--- config.mk ---
export PLATFORM = sky130hd
export DESIGN_NAME = sm3_ram
export DESIGN_NICKNAME = d
export VERILOG_FILES = /design/src/rtl/sm3_hash_engine_assert.svh /design/src/rtl/sm3_ram.sv
export SDC_FILE = /design/constraint.sdc
export NUM_CORES = 2
export LEC_CHECK = 0
export ABC_AREA = 1
export BUFFER_PORTS_ARGS = -buffer_cell sky130_fd_sc_hd__buf_2
export CORE_UTILIZATION = 65
export CTS_BUF_LIST = sky130_fd_sc_hd__clkbuf_4 sky130_fd_sc_hd__clkbuf_8
export CTS_CLUSTER_SIZE = 30
export DETAILED_ROUTE_END_ITERATION = 10
export GPL_ROUTABILITY_DRIVEN = 0
export PLACE_DENSITY = 0.82
export SYNTH_ARGS = -nofsm -noshare
export SYNTH_HDL_FRONTEND = slang
export SYNTH_SLANG_ARGS = --single-unit
--- constraint.sdc ---
create_clock -name i_clk -period 4.8 [get_ports i_clk]
set_input_delay 0.24 -clock i_clk [delete_from_list [all_inputs] [get_ports i_clk]]
set_output_delay 0.24 -clock i_clk [all_outputs]
set_load 0.05 [all_outputs]
--- src/rtl/sm3_hash_engine_assert.svh ---
// Assertion macros shared by the SM3 engine.
`ifndef SM3_HASH_ENGINE_ASSERT_SVH
`define SM3_HASH_ENGINE_ASSERT_SVH
// implication that must hold whenever out of reset
`define SM3_ASSERT_IMPL(lbl, ante, cons) \
    lbl: assert property (@(posedge i_clk) disable iff (!i_rst_n) (ante) |-> (cons)) \
        else $error("sm3 check failed");
// next-cycle implication
`define SM3_ASSERT_NEXT(lbl, ante, cons) \
    lbl: assert property (@(posedge i_clk) disable iff (!i_rst_n) (ante) |=> (cons)) \
        else $error("sm3 check failed");
`endif

--- src/rtl/sm3_ram.sv ---
// Generic single-port-write, single-read RAM with registered read.
`default_nettype none
module sm3_ram #(
    parameter int WIDTH = 32,
    parameter int DEPTH = 64
) (
    input  wire logic                     i_clk,
    input  wire logic                     i_we,
    input  wire logic [$clog2(DEPTH)-1:0] i_waddr,
    input  wire logic [WIDTH-1:0]         i_wdata,
    input  wire logic [$clog2(DEPTH)-1:0] i_raddr,
    output logic      [WIDTH-1:0]         o_rdata
);
    logic [WIDTH-1:0] r_mem [DEPTH];

    always_ff @(posedge i_clk) begin
        if (i_we) begin
            r_mem[i_waddr] <= i_wdata;
        end
        o_rdata <= r_mem[i_raddr];
    end
endmodule
`default_nettype wire

; ---- Word-level counts from Yosys, hierarchy flattened
; Memories as Yosys holds them, arrays and structs flattened. A register that Yosys moved wholly into a read port is not among the register bits.
; Cells that the tools add are included.
[totals]
regBits = 0
input_bits = 46
mem_count = 1
mem_bits_rw = 2048
[memory_table]
columns = name, depth, word_bits, read_ports, rd_clocked_by_memory_dff, wr, line_no
row1 = r_mem, 64, 32, 1, 1, 1, sm3_ram.sv:14  ; logic [WIDTH-1:0] r_mem [DEPTH];
[op_classes]
muxes = 2
[ops]
columns = operator, count
row1 = two-way mux 1 bit, 2

; ---- Depth between registers and ports, before layout
[logic_depth]
ltp_word = 2
depth_mapped = 13

; ---- Least setup slack after synthesis
; Ideal clock, no wire load.
[synth_path]
path_kind = input to register
start = in i_we
end = mem r_mem[48][0] (enable)
arrival_time_ns = 3.868
required_time_ns = 4.298
slack_ns = 0.430
path_stages = 3
setup_time_ns = 0.502
path_buffers = 1
cell_sequence = clkbuf_1 > nand4_1 > nor4_1
[synth_between]
elab_chain_len = 2
[synth_rtl]
columns = element, line_no
row1 = start: declaration, sm3_ram.sv:8  ; input wire logic i_we,
row2 = two-way mux 1 bit, sm3_ram.sv:17  ; if (i_we) begin
row3 = two-way mux 1 bit (implied by the code), sm3_ram.sv:18  ; r_mem[i_waddr] <= i_wdata;
row4 = end: declaration, sm3_ram.sv:14
; Every way passes these cells.

==> flow_summary.toml <==
[status]
status = "complete, no violations"

[global_routing]
antenna_found_initial = 22
grt_pass1_wl_mm = 333
grt_use_total_pct = 35.4
overflow = 0
grt_start_max_net_pins = 183
grt_pass1_vias = 54200

[timing]
final.period_utilization_pct = 53.8
fmax_mhz = 387
setup_viol = 0
skew_ns = 0.0880
drv_slew = 0
layout_setup_ws_ns = 2.22
worstMarginPinSlew_ns = 1.30
hold_viol = 0
finalSetupTns_ns = 0
slew_headroom_pct = 13.1
fin_crit_ns = 2.58
rsz0062_at_grt = "false"

[worst_setup_path]
rr_worst_depth = 9
crit_fanout = 47
critPathSlowestCell = "inv_2"
cp-start-kind = "input port"
cp.arrival_ns = 3.55
crit_chain = "dlygate4sd3_1, buf_4, inv_2, nand3_1, nand2_1, nand2_1, nand2_1, dlygate4sd3_1"
cp_slowest_stage_delay_ns = 1.00
r2r_slack_ns = 2.67
worstSetupPathType = "in -> reg"
worstPathRequired_ns = 5.77
crit_top_cell = "nand2_1"
cp-end-kind = "flop"

[synth]
syn_inst = 6769
synth_common_cells = "nand2_1 (2,248), edfxtp_1 (2,048), nand3_1 (1,907), buf_2 (282), clkbuf_1 (77)"
synth_nets = 6815
async_reset_ff_share_pct = 0
synth.most_common_cell = "nand2_1"
yosysUniqueCellTypes = 16
synthTopCellsByArea = "edfxtp_1 (74%), nand3_1 (12%), nand2_1 (10%), buf_2 (1.7%), dfxtp_1 (0.77%)"
syn_area_per_cell_um2 = 12.2
synth.top_cell.area_share_pct = 74.3
synth_edf_count = 2048
syn_area_um2 = 82700
synth_seq_cells = 2080
ys_warn_count = 0
synthFlopType = "edfxtp_1"
yosysTopAreaCell = "edfxtp_1"
ys_seq_area_share_pct = 75.1

[power_and_ir_drop]
powerDensity_nw_per_um2 = 405
leakage_nw = 32.4
peakVddDrop_mv = 0.375

[clock_tree]
cts-root-buf = "clkbuf_8"
postCtsSetupBuffers = 0
cts_resized = 0
clk_pin_slew_ns = 0.07
clock_latency_ns = 1.03
cts_tree = "built"
numCtsBuffers = 332
clock_sinks = 2080
ctsLongestPathBuffers = 4
ctsHtreeMaxLevel = 5

[route]
dr_total_vias = 57000
wl_per_cell_um = 26.0
final_antenna_net_count = 0
drc = 0
routed_wirelength_mm = 228
drt_iter0_markers = 10600
vias_per_cell = 6.49
firstDrtPassIters = 9

[die]
die_y_um = 359
fp-row-count = 130
coreArea_um2 = 126000
initial_core_util_pct = 65.7
die_width_um = 359
die_area_um2 = 129000
io_pins = 78

[min_path]
hold_depth = 3
hp-class = "in -> reg"

[layout]
area_growth_pct = 10.4
drive_gt1_share_pct = 10.9
layout.nets = 6958

[run]
maxCapViolations = 0

[place]
port-buffer-count = 77
post-dp-hpwl_mm = 120
post-place-ws_ns = 1.79
sequential cells by signal, indices dropped and copies added (netlist names):
signal   flops
r_mem     2048
o_rdata     32
worst max-delay path, delay by kind of cell:
family | cells | cell delay (ns)
buffers and inverters | 4 | 2.39
AND/OR/NAND/NOR | 4 | 0.85
layer usage:
layer | global-route usage (%) | routed length, µm | part of all wire, % | vias to the layer above
li1 | - | - | - | 24400
met1 | 47.8 | 77700 | 34 | 27000
met2 | 52.4 | 102000 | 45 | 4844
met3 | 10.5 | 35800 | 16 | 778
met4 | 19.0 | 12600 | 5.5 | 14
met5 | 0 | 87 | 0.038 | -
cell usage in the layout, fill, tap and decap left out, drive strengths merged:
cell type and count:
nand2 2248, edfxtp 2048, nand3 1907, clkbuf 454, buf 223, clkinv 90
nor2 56, dlygate4sd3 35, dfxtp 32, inv 12, nand4 9, nor4 8
clkinvlp 7, bufinv 5, diode 4
power by group:
part,leakage [nW],total [W],internal [W],switching [W]
Combinational,10.5,0.00251,0.000552,0.00195
Sequential,18.7,0.0202,0.0201,0.000110
Clock,3.23,0.0143,0.00767,0.00661
Total,32.4,0.0370,0.0283,0.00867
through the flow:
| step | std cells | utilization, % | instance area (µm²) | total power [W] | hold slack (ns) |
|---|---|---|---|---|---|
| detailed placement | 8193 | 67.4 | 84900 | 0.0230 | 0.755 |
| global placement | 8193 | 67.4 | 84900 | 0.0229 | 0.752 |
| finish | 8788 | 72.6 | 91300 | 0.0370 | 0.101 |
| CTS | 8784 | 72.6 | 91300 | 0.0369 | 0.00301 |
| global route | 8786 | 72.6 | 91300 | 0.0379 | 0.0500 |
| floorplan | 6769 | - | 82700 | 0.0219 | 0.339 |
final timing paths:
| check | to | from |
|---|---|---|
| max | o_rdata[4]$_DFF_P_ | i_raddr[4] |
| min | r_mem[50][0]$_DFFE_PP_ | i_waddr[0] |
| max reg2reg | o_rdata[4]$_DFF_P_ | r_mem[34][4]$_DFFE_PP_ |
| min reg2reg | o_rdata[0]$_DFF_P_ | r_mem[18][0]$_DFFE_PP_ |
kinds of logic after synthesis:
group	share of synthesized area, %
flops	75.1
buf+inv	2.78
simple gates	22.1
area by class of cell:
class	count	area, µm²
sequential	2080	62100
fill	7645	34500
clock buffer	454	5540
tap	1650	2060
timing repair buffer	258	2180
antenna	4	10.0
multi-input combinational	4228	18800
inverter	12	81.3
clock inverter	102	564
what timing repair did:
| action | CTS | global route |
|---|---|---|
| hold buffers | 35 | 0 |
| endpoints found under the setup margin | 0 | 0 |
| hold endpoints to repair | 1828 | 0 |
Note: power is estimated with default switching activity, not from simulation.
