[config.mk]
export PLATFORM = sky130hd
export DESIGN_NAME = sm3_round
export DESIGN_NICKNAME = d
export VERILOG_FILES = /design/src/rtl/sm3_hash_engine_assert.svh /design/src/rtl/sm3_pkg.sv /design/src/rtl/sm3_round.sv
export SDC_FILE = /design/constraint.sdc
export NUM_CORES = 1
export LEC_CHECK = 0
export BUFFER_PORTS_ARGS = -buffer_cell sky130_fd_sc_hd__buf_4
export CAP_MARGIN = 20
export CORE_AREA = 2 2 228 230
export DETAILED_ROUTE_END_ITERATION = 6
export DIE_AREA = 0 0 230 232
export GPL_TIMING_DRIVEN = 1
export PLACE_DENSITY_LB_ADDON = 0.3
export SYNTH_ARGS = -nofsm -noshare
export SYNTH_HDL_FRONTEND = slang
export SYNTH_SLANG_ARGS = --single-unit
[constraint.sdc]
create_clock -name vclk -period 30.9
set_input_delay 9.27 -clock vclk [all_inputs]
set_output_delay 9.27 -clock vclk [all_outputs]
set_load 0.02 [all_outputs]
[src/rtl/sm3_hash_engine_assert.svh]
// Assertion macros shared by the SM3 engine.
`ifndef SM3_HASH_ENGINE_ASSERT_SVH
`define SM3_HASH_ENGINE_ASSERT_SVH
// implication that must hold whenever out of reset
`define SM3_ASSERT_IMPL(lbl, ante, cons) \
    lbl: assert property (@(posedge i_clk) disable iff (!i_rst_n) (ante) |-> (cons)) \
        else $error("sm3 check failed");
// next-cycle implication
`define SM3_ASSERT_NEXT(lbl, ante, cons) \
    lbl: assert property (@(posedge i_clk) disable iff (!i_rst_n) (ante) |=> (cons)) \
        else $error("sm3 check failed");
`endif

[src/rtl/sm3_pkg.sv]
// Package: SM3 constants, helper functions and controller types.
`default_nettype none
package sm3_pkg;
    localparam logic [31:0] T_LOW  = 32'h79cc4519;
    localparam logic [31:0] T_HIGH = 32'h7a879d8a;
    localparam logic [31:0] PAD_WORD = 32'h80000000;

    // W memory holds the 16-word block and the expanded W[16..67]
    localparam int W_DEPTH  = 68;
    localparam int CV_DEPTH = 8;

    typedef enum logic [3:0] {
        ST_IDLE,   // waiting for a message word
        ST_PAD,    // writing padding words
        ST_LOAD,   // loading chaining value into A..H
        ST_EXP,    // expansion of W[16..67]
        ST_RND,    // 64 rounds
        ST_FOLD,   // fold result into chaining value
        ST_OUT,    // present digest words
        ST_RDOUT   // digest read latency
    } t_state;

    function automatic logic [31:0] rotl(input logic [31:0] x, input logic [4:0] k);
        logic [63:0] d;
        d = {x, x} << k;
        return d[63:32];
    endfunction

    function automatic logic [31:0] perm0(input logic [31:0] x);
        return x ^ rotl(x, 5'd9) ^ rotl(x, 5'd17);
    endfunction

    function automatic logic [31:0] perm1(input logic [31:0] x);
        return x ^ rotl(x, 5'd15) ^ rotl(x, 5'd23);
    endfunction

    function automatic logic [31:0] iv_word(input logic [2:0] i);
        logic [31:0] v;
        case (i)
            3'd0: v = 32'h7380166f;
            3'd1: v = 32'h4914b2b9;
            3'd2: v = 32'h172442d7;
            3'd3: v = 32'hda8a0600;
            3'd4: v = 32'ha96f30bc;
            3'd5: v = 32'h163138aa;
            3'd6: v = 32'he38dee4d;
            default: v = 32'hb0fb0e4e;
        endcase
        return v;
    endfunction
endpackage
`default_nettype wire

[src/rtl/sm3_round.sv]
// One SM3 compression round on the A..H working registers.
`default_nettype none
module sm3_round
    import sm3_pkg::*;
(
    input  wire logic [255:0] i_abcd,   // A in bits 255:224 ... H in bits 31:0
    input  wire logic [5:0]   i_j,
    input  wire logic [31:0]  i_w,
    input  wire logic [31:0]  i_wp,
    output logic      [255:0] o_abcd
);
    logic [31:0] a, b, c, d, e, f, g, h, tj, a12, ss1, ss2, ff, gg, tt1, tt2;

    always_comb begin
        {a, b, c, d, e, f, g, h} = i_abcd;
        tj  = (i_j < 6'd16) ? T_LOW : T_HIGH;
        a12 = rotl(a, 5'd12);
        ss1 = rotl(a12 + e + rotl(tj, i_j[4:0]), 5'd7);
        ss2 = ss1 ^ a12;
        if (i_j < 6'd16) begin
            ff = a ^ b ^ c;
            gg = e ^ f ^ g;
        end else begin
            ff = (a & b) | (a & c) | (b & c);
            gg = (e & f) | (~e & g);
        end
        tt1 = ff + d + ss2 + i_wp;
        tt2 = gg + h + ss1 + i_w;
        o_abcd = {tt1, a, rotl(b, 5'd9), c, perm0(tt2), e, rotl(f, 5'd19), g};
    end
endmodule
`default_nettype wire

# ---- Yosys cells after proc, flatten, opt, wreduce, memory -nomap -nowiden
# Cells that the tools add are included.
dict set report word_totals {
  ff_bits 0
  output_inout_bits 256
  elab_cells 29
}
dict set report op_classes {
  n_addsub 8
  n_lt_le_gt_ge 1
  n_shift 1
  mux 3
  bitwise_logic 16
}
# operator n
set op_table {}
lappend op_table {{$add A32 B32 Y32} 8}
lappend op_table {{$xor A32 B32 Y32} 7}
lappend op_table {{$and A32 B32 Y32} 5}
lappend op_table {{$or A32 B32 Y32} 3}
lappend op_table {{$mux W32} 2}
lappend op_table {{$shl A63 B5 Y64} 1}
lappend op_table {{$not A32 Y32} 1}
lappend op_table {{$mux W26} 1}
lappend op_table {{$lt A6 B5 Y1 const B} 1}

# ---- Logic depth before layout (Yosys ltp)
# Gate-level depths: netlist of run 1.
dict set report depth {
  ltp_word 9
  ltp_mapped 45
}

# ---- Least setup slack after synthesis of run 1
# No wires, ideal clock.
dict set report synth_path {
  kind {input to output}
  startpoint {input i_j[4]}
  endpoint {output o_abcd[104]}
  arrival_time_ns 18.205
  required_time_ns 21.630
  setup_slack_ns 3.425
  path_stages 45
  path_cell_list {buf_2 > nor2_1 > inv_1 > clkbuf_1 > clkbuf_1 > clkbuf_1 > buf_1 > ha_1 > nor2_1 > a21oi_1 > nor2_1 > a21oi_1 > nor2_1 > a21oi_1 > nor2_1 > a21oi_1 > fa_1 > inv_1 > [9 not listed] > nand2b_1 > a21oi_1 > xnor2_1 > fa_1 > fa_1 > ha_1 > inv_1 > fa_1 > nor2b_1 > o31a_4 > a2bb2oi_4 > a311o_1 > a31oi_4 > or3_1 > a31o_4 > xor2_4 > xnor2_1 > xnor2_1}
}
dict set report synth_via {
  elab_chain_len 8
}
# item line
set synth_lines {}
lappend synth_lines {{from (decl)} sm3_round.sv:7} ;# input wire logic [5:0] i_j,
lappend synth_lines {{$lt A6 B5 Y1} {sm3_round.sv:16, sm3_round.sv:20}}
lappend synth_lines {{$mux W26} sm3_round.sv:16} ;# tj = (i_j < 6'd16) ? T_LOW : T_HIGH;
lappend synth_lines {{$shl A63 B5 Y64} sm3_pkg.sv:25} ;# d = {x, x} << k;
lappend synth_lines {{$add A32 B32 Y32} sm3_round.sv:18} ;# ss1 = rotl(a12 + e + rotl(tj, i_j[4:0]), 5'd7);
lappend synth_lines {{$add A32 B32 Y32 * (2 in a row)} sm3_round.sv:28} ;# tt2 = gg + h + ss1 + i_w;
lappend synth_lines {{$xor A32 B32 Y32} sm3_pkg.sv:30} ;# return x ^ rotl(x, 5'd9) ^ rotl(x, 5'd17);
lappend synth_lines {{$xor A32 B32 Y32 *} sm3_pkg.sv:30}
lappend synth_lines {{to (decl)} sm3_round.sv:10} ;# output logic [255:0] o_abcd
# Every way passes the cells marked *; elsewhere a longest branch is shown, timed or not.

# ---- Final worst setup path of run 1
dict set report layout_path {
  startpoint {input i_j[4]}
  endpoint {output o_abcd[254]}
}
dict set report layout_via {
  elab_chain_len 7
}
# item line
set layout_lines {}
lappend layout_lines {{$lt A6 B5 Y1} {sm3_round.sv:16, sm3_round.sv:20}}
lappend layout_lines {{$mux W26} sm3_round.sv:16}
lappend layout_lines {{$shl A63 B5 Y64} sm3_pkg.sv:25}
lappend layout_lines {{$add A32 B32 Y32} sm3_round.sv:18}
lappend layout_lines {{$xor A32 B32 Y32} sm3_round.sv:19} ;# ss2 = ss1 ^ a12;
lappend layout_lines {{$add A32 B32 Y32 * (2 in a row)} sm3_round.sv:27} ;# tt1 = ff + d + ss2 + i_wp;
# Marked as above.

==> results.rst, run 1 <==
.. list-table::
   :header-rows: 1

   * - Metric
     - Value
   * - Area share of the largest cell type after synthesis
     - 0.260
   * - Global route total overflow
     - 0
   * - Synth top area cells
     - fa_1 26%, buf_4 9.9%, ha_1 8.3%
   * - Drt initial violations
     - between 1000 and 1500
   * - Data required time of the worst path
     - 21.63 ns
   * - Synthesized Nets
     - between 2000 and 2500
   * - Number of synthesis warnings
     - 0
   * - Layout sequential cell count
     - 0
   * - Pin slew with the least headroom to its limit
     - 0.961 ns
   * - Number of buffers inserted to repair setup after CTS
     - 0
   * - Die area
     - 53400 um2
   * - Overall routing resource usage
     - 0.241
   * - Hold Violations, Final
     - 0
   * - Routability congestion estimate from global placement
     - 0.953
   * - Number of nets in the finished design
     - 2826
   * - Vias per inst
     - between 4 and 5
   * - Hold-fix buffers at CTS
     - 0
   * - First-pass GRT wire length
     - 93400 um
   * - Peak fanout along the critical path
     - 96
   * - Startpoint type of the worst setup path
     - input port
   * - Number of global-route vias before repair
     - 14066
   * - Cell type with the largest total area after synthesis
     - fa_1
   * - Residual DRC count
     - 0
   * - Top delay family on crit path
     - compound AO/OA/AOI/OAI gates
   * - Setup repair after global routing missed its margin
     - no
   * - Worst Hold Class
     - in -> out
   * - Period minus WS final
     - about 28 ns
   * - Type of the worst setup path
     - in -> out
   * - Largest net degree at the start of global routing
     - 97
   * - Storage element area
     - 0 um2
   * - Initial Util
     - 0.285
   * - Row cnt
     - 83
   * - Fmax
     - 35.1 MHz
   * - Initial antenna violation count
     - 1
   * - Post-Place Cell Area
     - 18100 um2
   * - Cell with the largest stage delay on the worst path
     - xnor2_1
   * - Total of fill cells in the finished design
     - 5375
   * - Fin area
     - 18100 um2
   * - Vias
     - 14216
   * - Share of the cycle needed by the critical path after routing
     - 0.921
   * - Share of final-layout standard cells stronger than drive strength 1
     - 0.284
   * - Crit path arrival time
     - 19.19 ns
   * - Area overhead of the layout relative to synthesis
     - 24.8%
   * - Hold Path Depth
     - 2
   * - Mean cell area of the mapped netlist
     - 7.73 um2
   * - Synthesized area
     - 14500 um2
   * - Syn Inst Count
     - 1875
   * - Max-slew violation total from the final report
     - 0
   * - Die extent in x
     - 230 um
   * - Vertical extent of the die
     - 232 um
   * - Count of maximum capacitance violations
     - 0
   * - Count of port buffers added during placement
     - 582
   * - Number of clock buffer instances in the layout
     - 0
   * - Post-CTS Resized
     - 0
   * - Hold Path Origin
     - i_abcd[79]
   * - Buffers and inverters on the worst path
     - 5
   * - Post-synthesis sequential area ratio
     - 0
   * - Final setup violation count
     - 0
   * - Max_slew headroom
     - 0.355
   * - Area of the core
     - between 50000 and 60000 um2
   * - I/O pin total
     - 582
   * - Final ANT Viol Nets
     - 0
   * - Worst Hold Path EP
     - o_abcd[34]
   * - Summed negative setup slack over all endpoints
     - 0 ns
   * - Average wire length per cell after detail routing
     - 23.3 um
   * - CP peak stage delay
     - approximately 0.62 ns
   * - Sum of routed wire length over all layers
     - 67300 um
   * - TritonRoute pass-1 iters
     - 5
   * - Hpwl dp
     - ~60000 um
   * - Kind of capture point of the worst setup path
     - primary output
   * - Most common cell on crit path
     - a21oi_1
   * - Result of the run
     - finished clean
   * - Synth cell types
     - 74
==> cells by family after synthesis <==
logic type,share of synthesized area
and+or+nand+nor,0.119
adders and majority gates,0.343
muxes,0.0382
AOI/OAI and AO/OA,0.199
buffers and inverters,0.183
xor gates and xnor gates,0.119
==> worst max path at each step <==
stage          startpoint     endpoint  slack, ns  cells past startpoint
2_1_floorplan      i_j[4]  o_abcd[104]       3.42                     45
3_3_place_gp       i_j[4]  o_abcd[254]       2.57                     41
3_5_place_dp       i_j[4]  o_abcd[254]       2.37                     41
4_1_cts            i_j[4]  o_abcd[254]       2.34                     41
5_1_grt            i_j[4]  o_abcd[254]       1.65                     41
6_report           i_j[4]  o_abcd[254]       2.44                     41
==> layout make-up <==
class	instances	area [um2]	share of cell area
multi-input cells	1362	11800	0.655
repair buffers	584	4380	0.242
inverters	268	1010	0.0559
well taps	680	851	0.0470
diodes	1	2.50	0.000138
==> placed cells by master, fill, tap and decap left out, drive strengths merged, types with 4 or more instances in the layout <==
master	instances
buf	584
inv	267
fa	188
a21oi	142
o21ai	139
xnor2	130
nor2	118
nand2	112
ha	96
xor2	59
nor3	44
a21o	39
mux2i	35
a31oi	28
nor2b	26
nand3	25
a211oi	23
mux2	18
o21a	15
nand2b	12
and3	10
o211ai	9
and2	8
nand4	7
o22ai	6
o21bai	6
a31o	6
o2111ai	5
a32oi	4
a221oi	4
o41ai	4
==> per-layer routing <==
layer	share of wire	up-vias	track usage
met5	0.00019	-	0
met4	0.036	2	0.0718
met3	0.067	89	0.0430
met2	0.49	595	0.433
met1	0.41	6819	0.292
li1	-	6711	-
==> cell usage after synthesis, types with 7 or more instances <==
cell,instances
o21a_1,15
o211ai_1,8
a21o_1,39
fa_1,188
o21ai_0,133
mux2i_1,35
ha_1,96
xor2_1,56
a211oi_1,23
nand2b_1,12
inv_1,267
nor3_1,43
nor2b_1,26
buf_1,12
mux2_2,18
a31oi_1,26
xnor2_1,129
clkbuf_1,37
a21oi_1,139
nand2_1,112
buf_4,192
and3_1,10
nor2_1,118
and2_1,8
nand4_1,7
nand3_1,25
==> through the flow <==
| stage | std cells | utilization | setup WS, ns | hold WS, ns |
|---|---|---|---|---|
| floorplan | 1875 | - | 3.42 | 18.65 |
| global placement | 2894 | 0.356 | 2.57 | 18.76 |
| detailed placement | 2894 | 0.356 | 2.37 | 18.76 |
| CTS | 2894 | 0.356 | 2.34 | 18.76 |
| global route | 2894 | 0.356 | 1.65 | 18.76 |
| finish | 2895 | 0.356 | 2.44 | 18.76 |
Power of run 1 is not shown: default switching activity piles up to over one toggle a cycle in this logic, so the estimate is an artifact.
==> run 2, diff against run 1 <==
REMOVE_ABC_BUFFERS = 1   (was not set)
==> run 2 against run 1 <==
Compared with the run above: clock-buffer cell count stayed put; final area about the same; global-route usage is 1.1 points lower; fmax up 0.67%; die area unchanged; highest routed layer is now met4.
==> results.rst, run 2 (same netlist as run 1, synthesis figures left out) <==
.. list-table::
   :header-rows: 1

   * - Metric
     - Value
   * - Setup repair after global routing missed its margin
     - no
   * - Top delay family on crit path
     - compound AO/OA/AOI/OAI gates
   * - Initial Util
     - 0.285 (unchanged)
   * - Initial antenna violation count
     - 1 (unchanged)
   * - Storage element area
     - 0 um2 (unchanged)
   * - Period minus WS final
     - 28.27 ns (-0.189 ns)
   * - Area overhead of the layout relative to synthesis
     - 24.9% (about the same)
   * - Post-CTS Resized
     - 0 (unchanged)
   * - Global route total overflow
     - 0 (unchanged)
   * - Crit path arrival time
     - 19.00 ns (-0.19 ns)
   * - Die area
     - 53400 um2 (unchanged)
   * - Multi-input gate area
     - 11800 um2 (unchanged)
   * - Count of port buffers added during placement
     - 582 (unchanged)
   * - Number of global-route vias before repair
     - 13768 (-2.1%)
   * - Worst Hold Class
     - in -> out
   * - Hold Path Origin
     - i_abcd[81]
   * - Fmax
     - 35.4 MHz (+0.67%)
   * - CP peak stage delay
     - 0.69 ns (+0.07 ns)
   * - Sum of routed wire length over all layers
     - 64200 um (-4.7%)
   * - First-pass GRT wire length
     - 91200 um (-2.4%)
   * - Most common cell on crit path
     - fa_1
   * - Antenna diodes
     - 0 (-1)
   * - Hold-fix buffers at CTS
     - 0 (unchanged)
   * - Area of the core
     - 50900 um2 (unchanged)
   * - Number of clock buffer instances in the layout
     - 0 (unchanged)
   * - Total of fill cells in the finished design
     - 5468 (+1.7%)
   * - Summed negative setup slack over all endpoints
     - 0 ns (unchanged)
   * - Hold Violations, Final
     - 0 (unchanged)
   * - Final ANT Viol Nets
     - 0 (unchanged)
   * - Max_slew headroom
     - 0.421 (+0.0668)
   * - Pin slew with the least headroom to its limit
     - 0.862 ns (-0.0994 ns)
   * - Final setup violation count
     - 0 (unchanged)
   * - Layout sequential cell count
     - 0 (unchanged)
   * - Row cnt
     - 83 (unchanged)
   * - Data required time of the worst path
     - 21.63 ns (about the same)
   * - I/O pin total
     - 582 (unchanged)
   * - Number of nets in the finished design
     - 2827 (+0.035%)
   * - Share of the cycle needed by the critical path after routing
     - 0.915 (-0.00611)
   * - DP Worst Slack
     - 2.74 ns (+0.362 ns)
   * - Most common library cell in the layout ignoring fill and taps
     - buf_4
   * - TritonRoute pass-1 iters
     - 6 (+1)
   * - Count of maximum capacitance violations
     - 0 (unchanged)
   * - Type of the worst setup path
     - in -> out
   * - Top library cells by usage in the layout, fill and taps aside
     - 585 x buf_4, 266 x inv_1, 188 x fa_1, 139 x a21oi_1, 133 x o21ai_0
   * - Peak fanout along the critical path
     - 80 (-17%)
   * - Buffers and inverters on the worst path
     - 5 (unchanged)
   * - Overall routing resource usage
     - 0.230 (-0.0109)
   * - Share of final-layout standard cells stronger than drive strength 1
     - 0.284 (+0.000323)
   * - Worst Hold Path EP
     - o_abcd[36]
   * - Max-slew violation total from the final report
     - 0 (unchanged)
   * - Vias
     - 14400 (+1.3%)
   * - Hpwl dp
     - 57900 um (-3.1%)
   * - Result of the run
     - finished clean
   * - Routability congestion estimate from global placement
     - 0.946 (-0.73%)
   * - Hold Path Depth
     - 2 (unchanged)
   * - Number of buffers inserted to repair setup after CTS
     - 0 (unchanged)
   * - Average wire length per cell after detail routing
     - 22.2 um (-4.7%)
   * - Largest net degree at the start of global routing
     - 81 (-16%)
   * - Kind of capture point of the worst setup path
     - primary output
   * - Startpoint type of the worst setup path
     - input port
   * - Drt initial violations
     - 1068 (+0.75%)
   * - Residual DRC count
     - 0 (unchanged)
   * - Die extent in x
     - 230 um (unchanged)
   * - Cell with the largest stage delay on the worst path
     - buf_4
   * - Vertical extent of the die
     - 232 um (unchanged)
   * - Vias per inst
     - 4.97 (+1.3%)
   * - Post-route setup slack
     - 2.63 ns (+0.189 ns)
run 2: cell types whose count changed in the layout (fill, tap and decap cells not counted), sizes merged:
| cell | before | now |
|---|---|---|
| diode | 1 | 0 |
| buf | 584 | 585 |
run 2: per-layer routing:
| layer | part of all wire | up-vias | wire, um | track usage |
|---|---|---|---|---|
| li1 | - | 6717 | - | - |
| met1 | 0.43 | 7021 | 27400 | 0.309 |
| met2 | 0.50 | 621 | 31900 | 0.410 |
| met3 | 0.056 | 41 | 3580 | 0.0145 |
| met4 | 0.019 | 0 | 1250 | 0.0367 |
| met5 | 0 | - | 0 | 0 |
run 2: worst max-delay path by stage:
stage | cells after the start | start | to | slack (ns)
2_1_floorplan | 40 | i_j[4] | o_abcd[104] | 1.90
3_3_place_gp | 38 | i_j[4] | o_abcd[104] | 2.93
3_5_place_dp | 38 | i_j[4] | o_abcd[104] | 2.74
4_1_cts | 38 | i_j[4] | o_abcd[104] | 2.71
5_1_grt | 38 | i_j[4] | o_abcd[104] | 2.00
6_report | 38 | i_j[4] | o_abcd[104] | 2.63
run 2: cell type report:
cell class | instances | area share
Multi-Input combinational cell | 1362 | 0.654
Timing Repair Buffer | 585 | 0.243
Inverter | 268 | 0.0559
Tap cell | 680 | 0.0470
run 2: through the flow:
step / hold slack (ns) / instance area, um2 / cells / utilization
2_1_floorplan: 18.54 / 12800 / 1630 / -
3_3_place_gp: 18.76 / 18100 / 2895 / 0.356
3_5_place_dp: 18.76 / 18100 / 2895 / 0.356
4_1_cts: 18.76 / 18100 / 2895 / 0.356
5_1_grt: 18.77 / 18100 / 2895 / 0.356
6_report: 18.76 / 18100 / 2895 / 0.356
Power of run 2 is left out for the same reason.
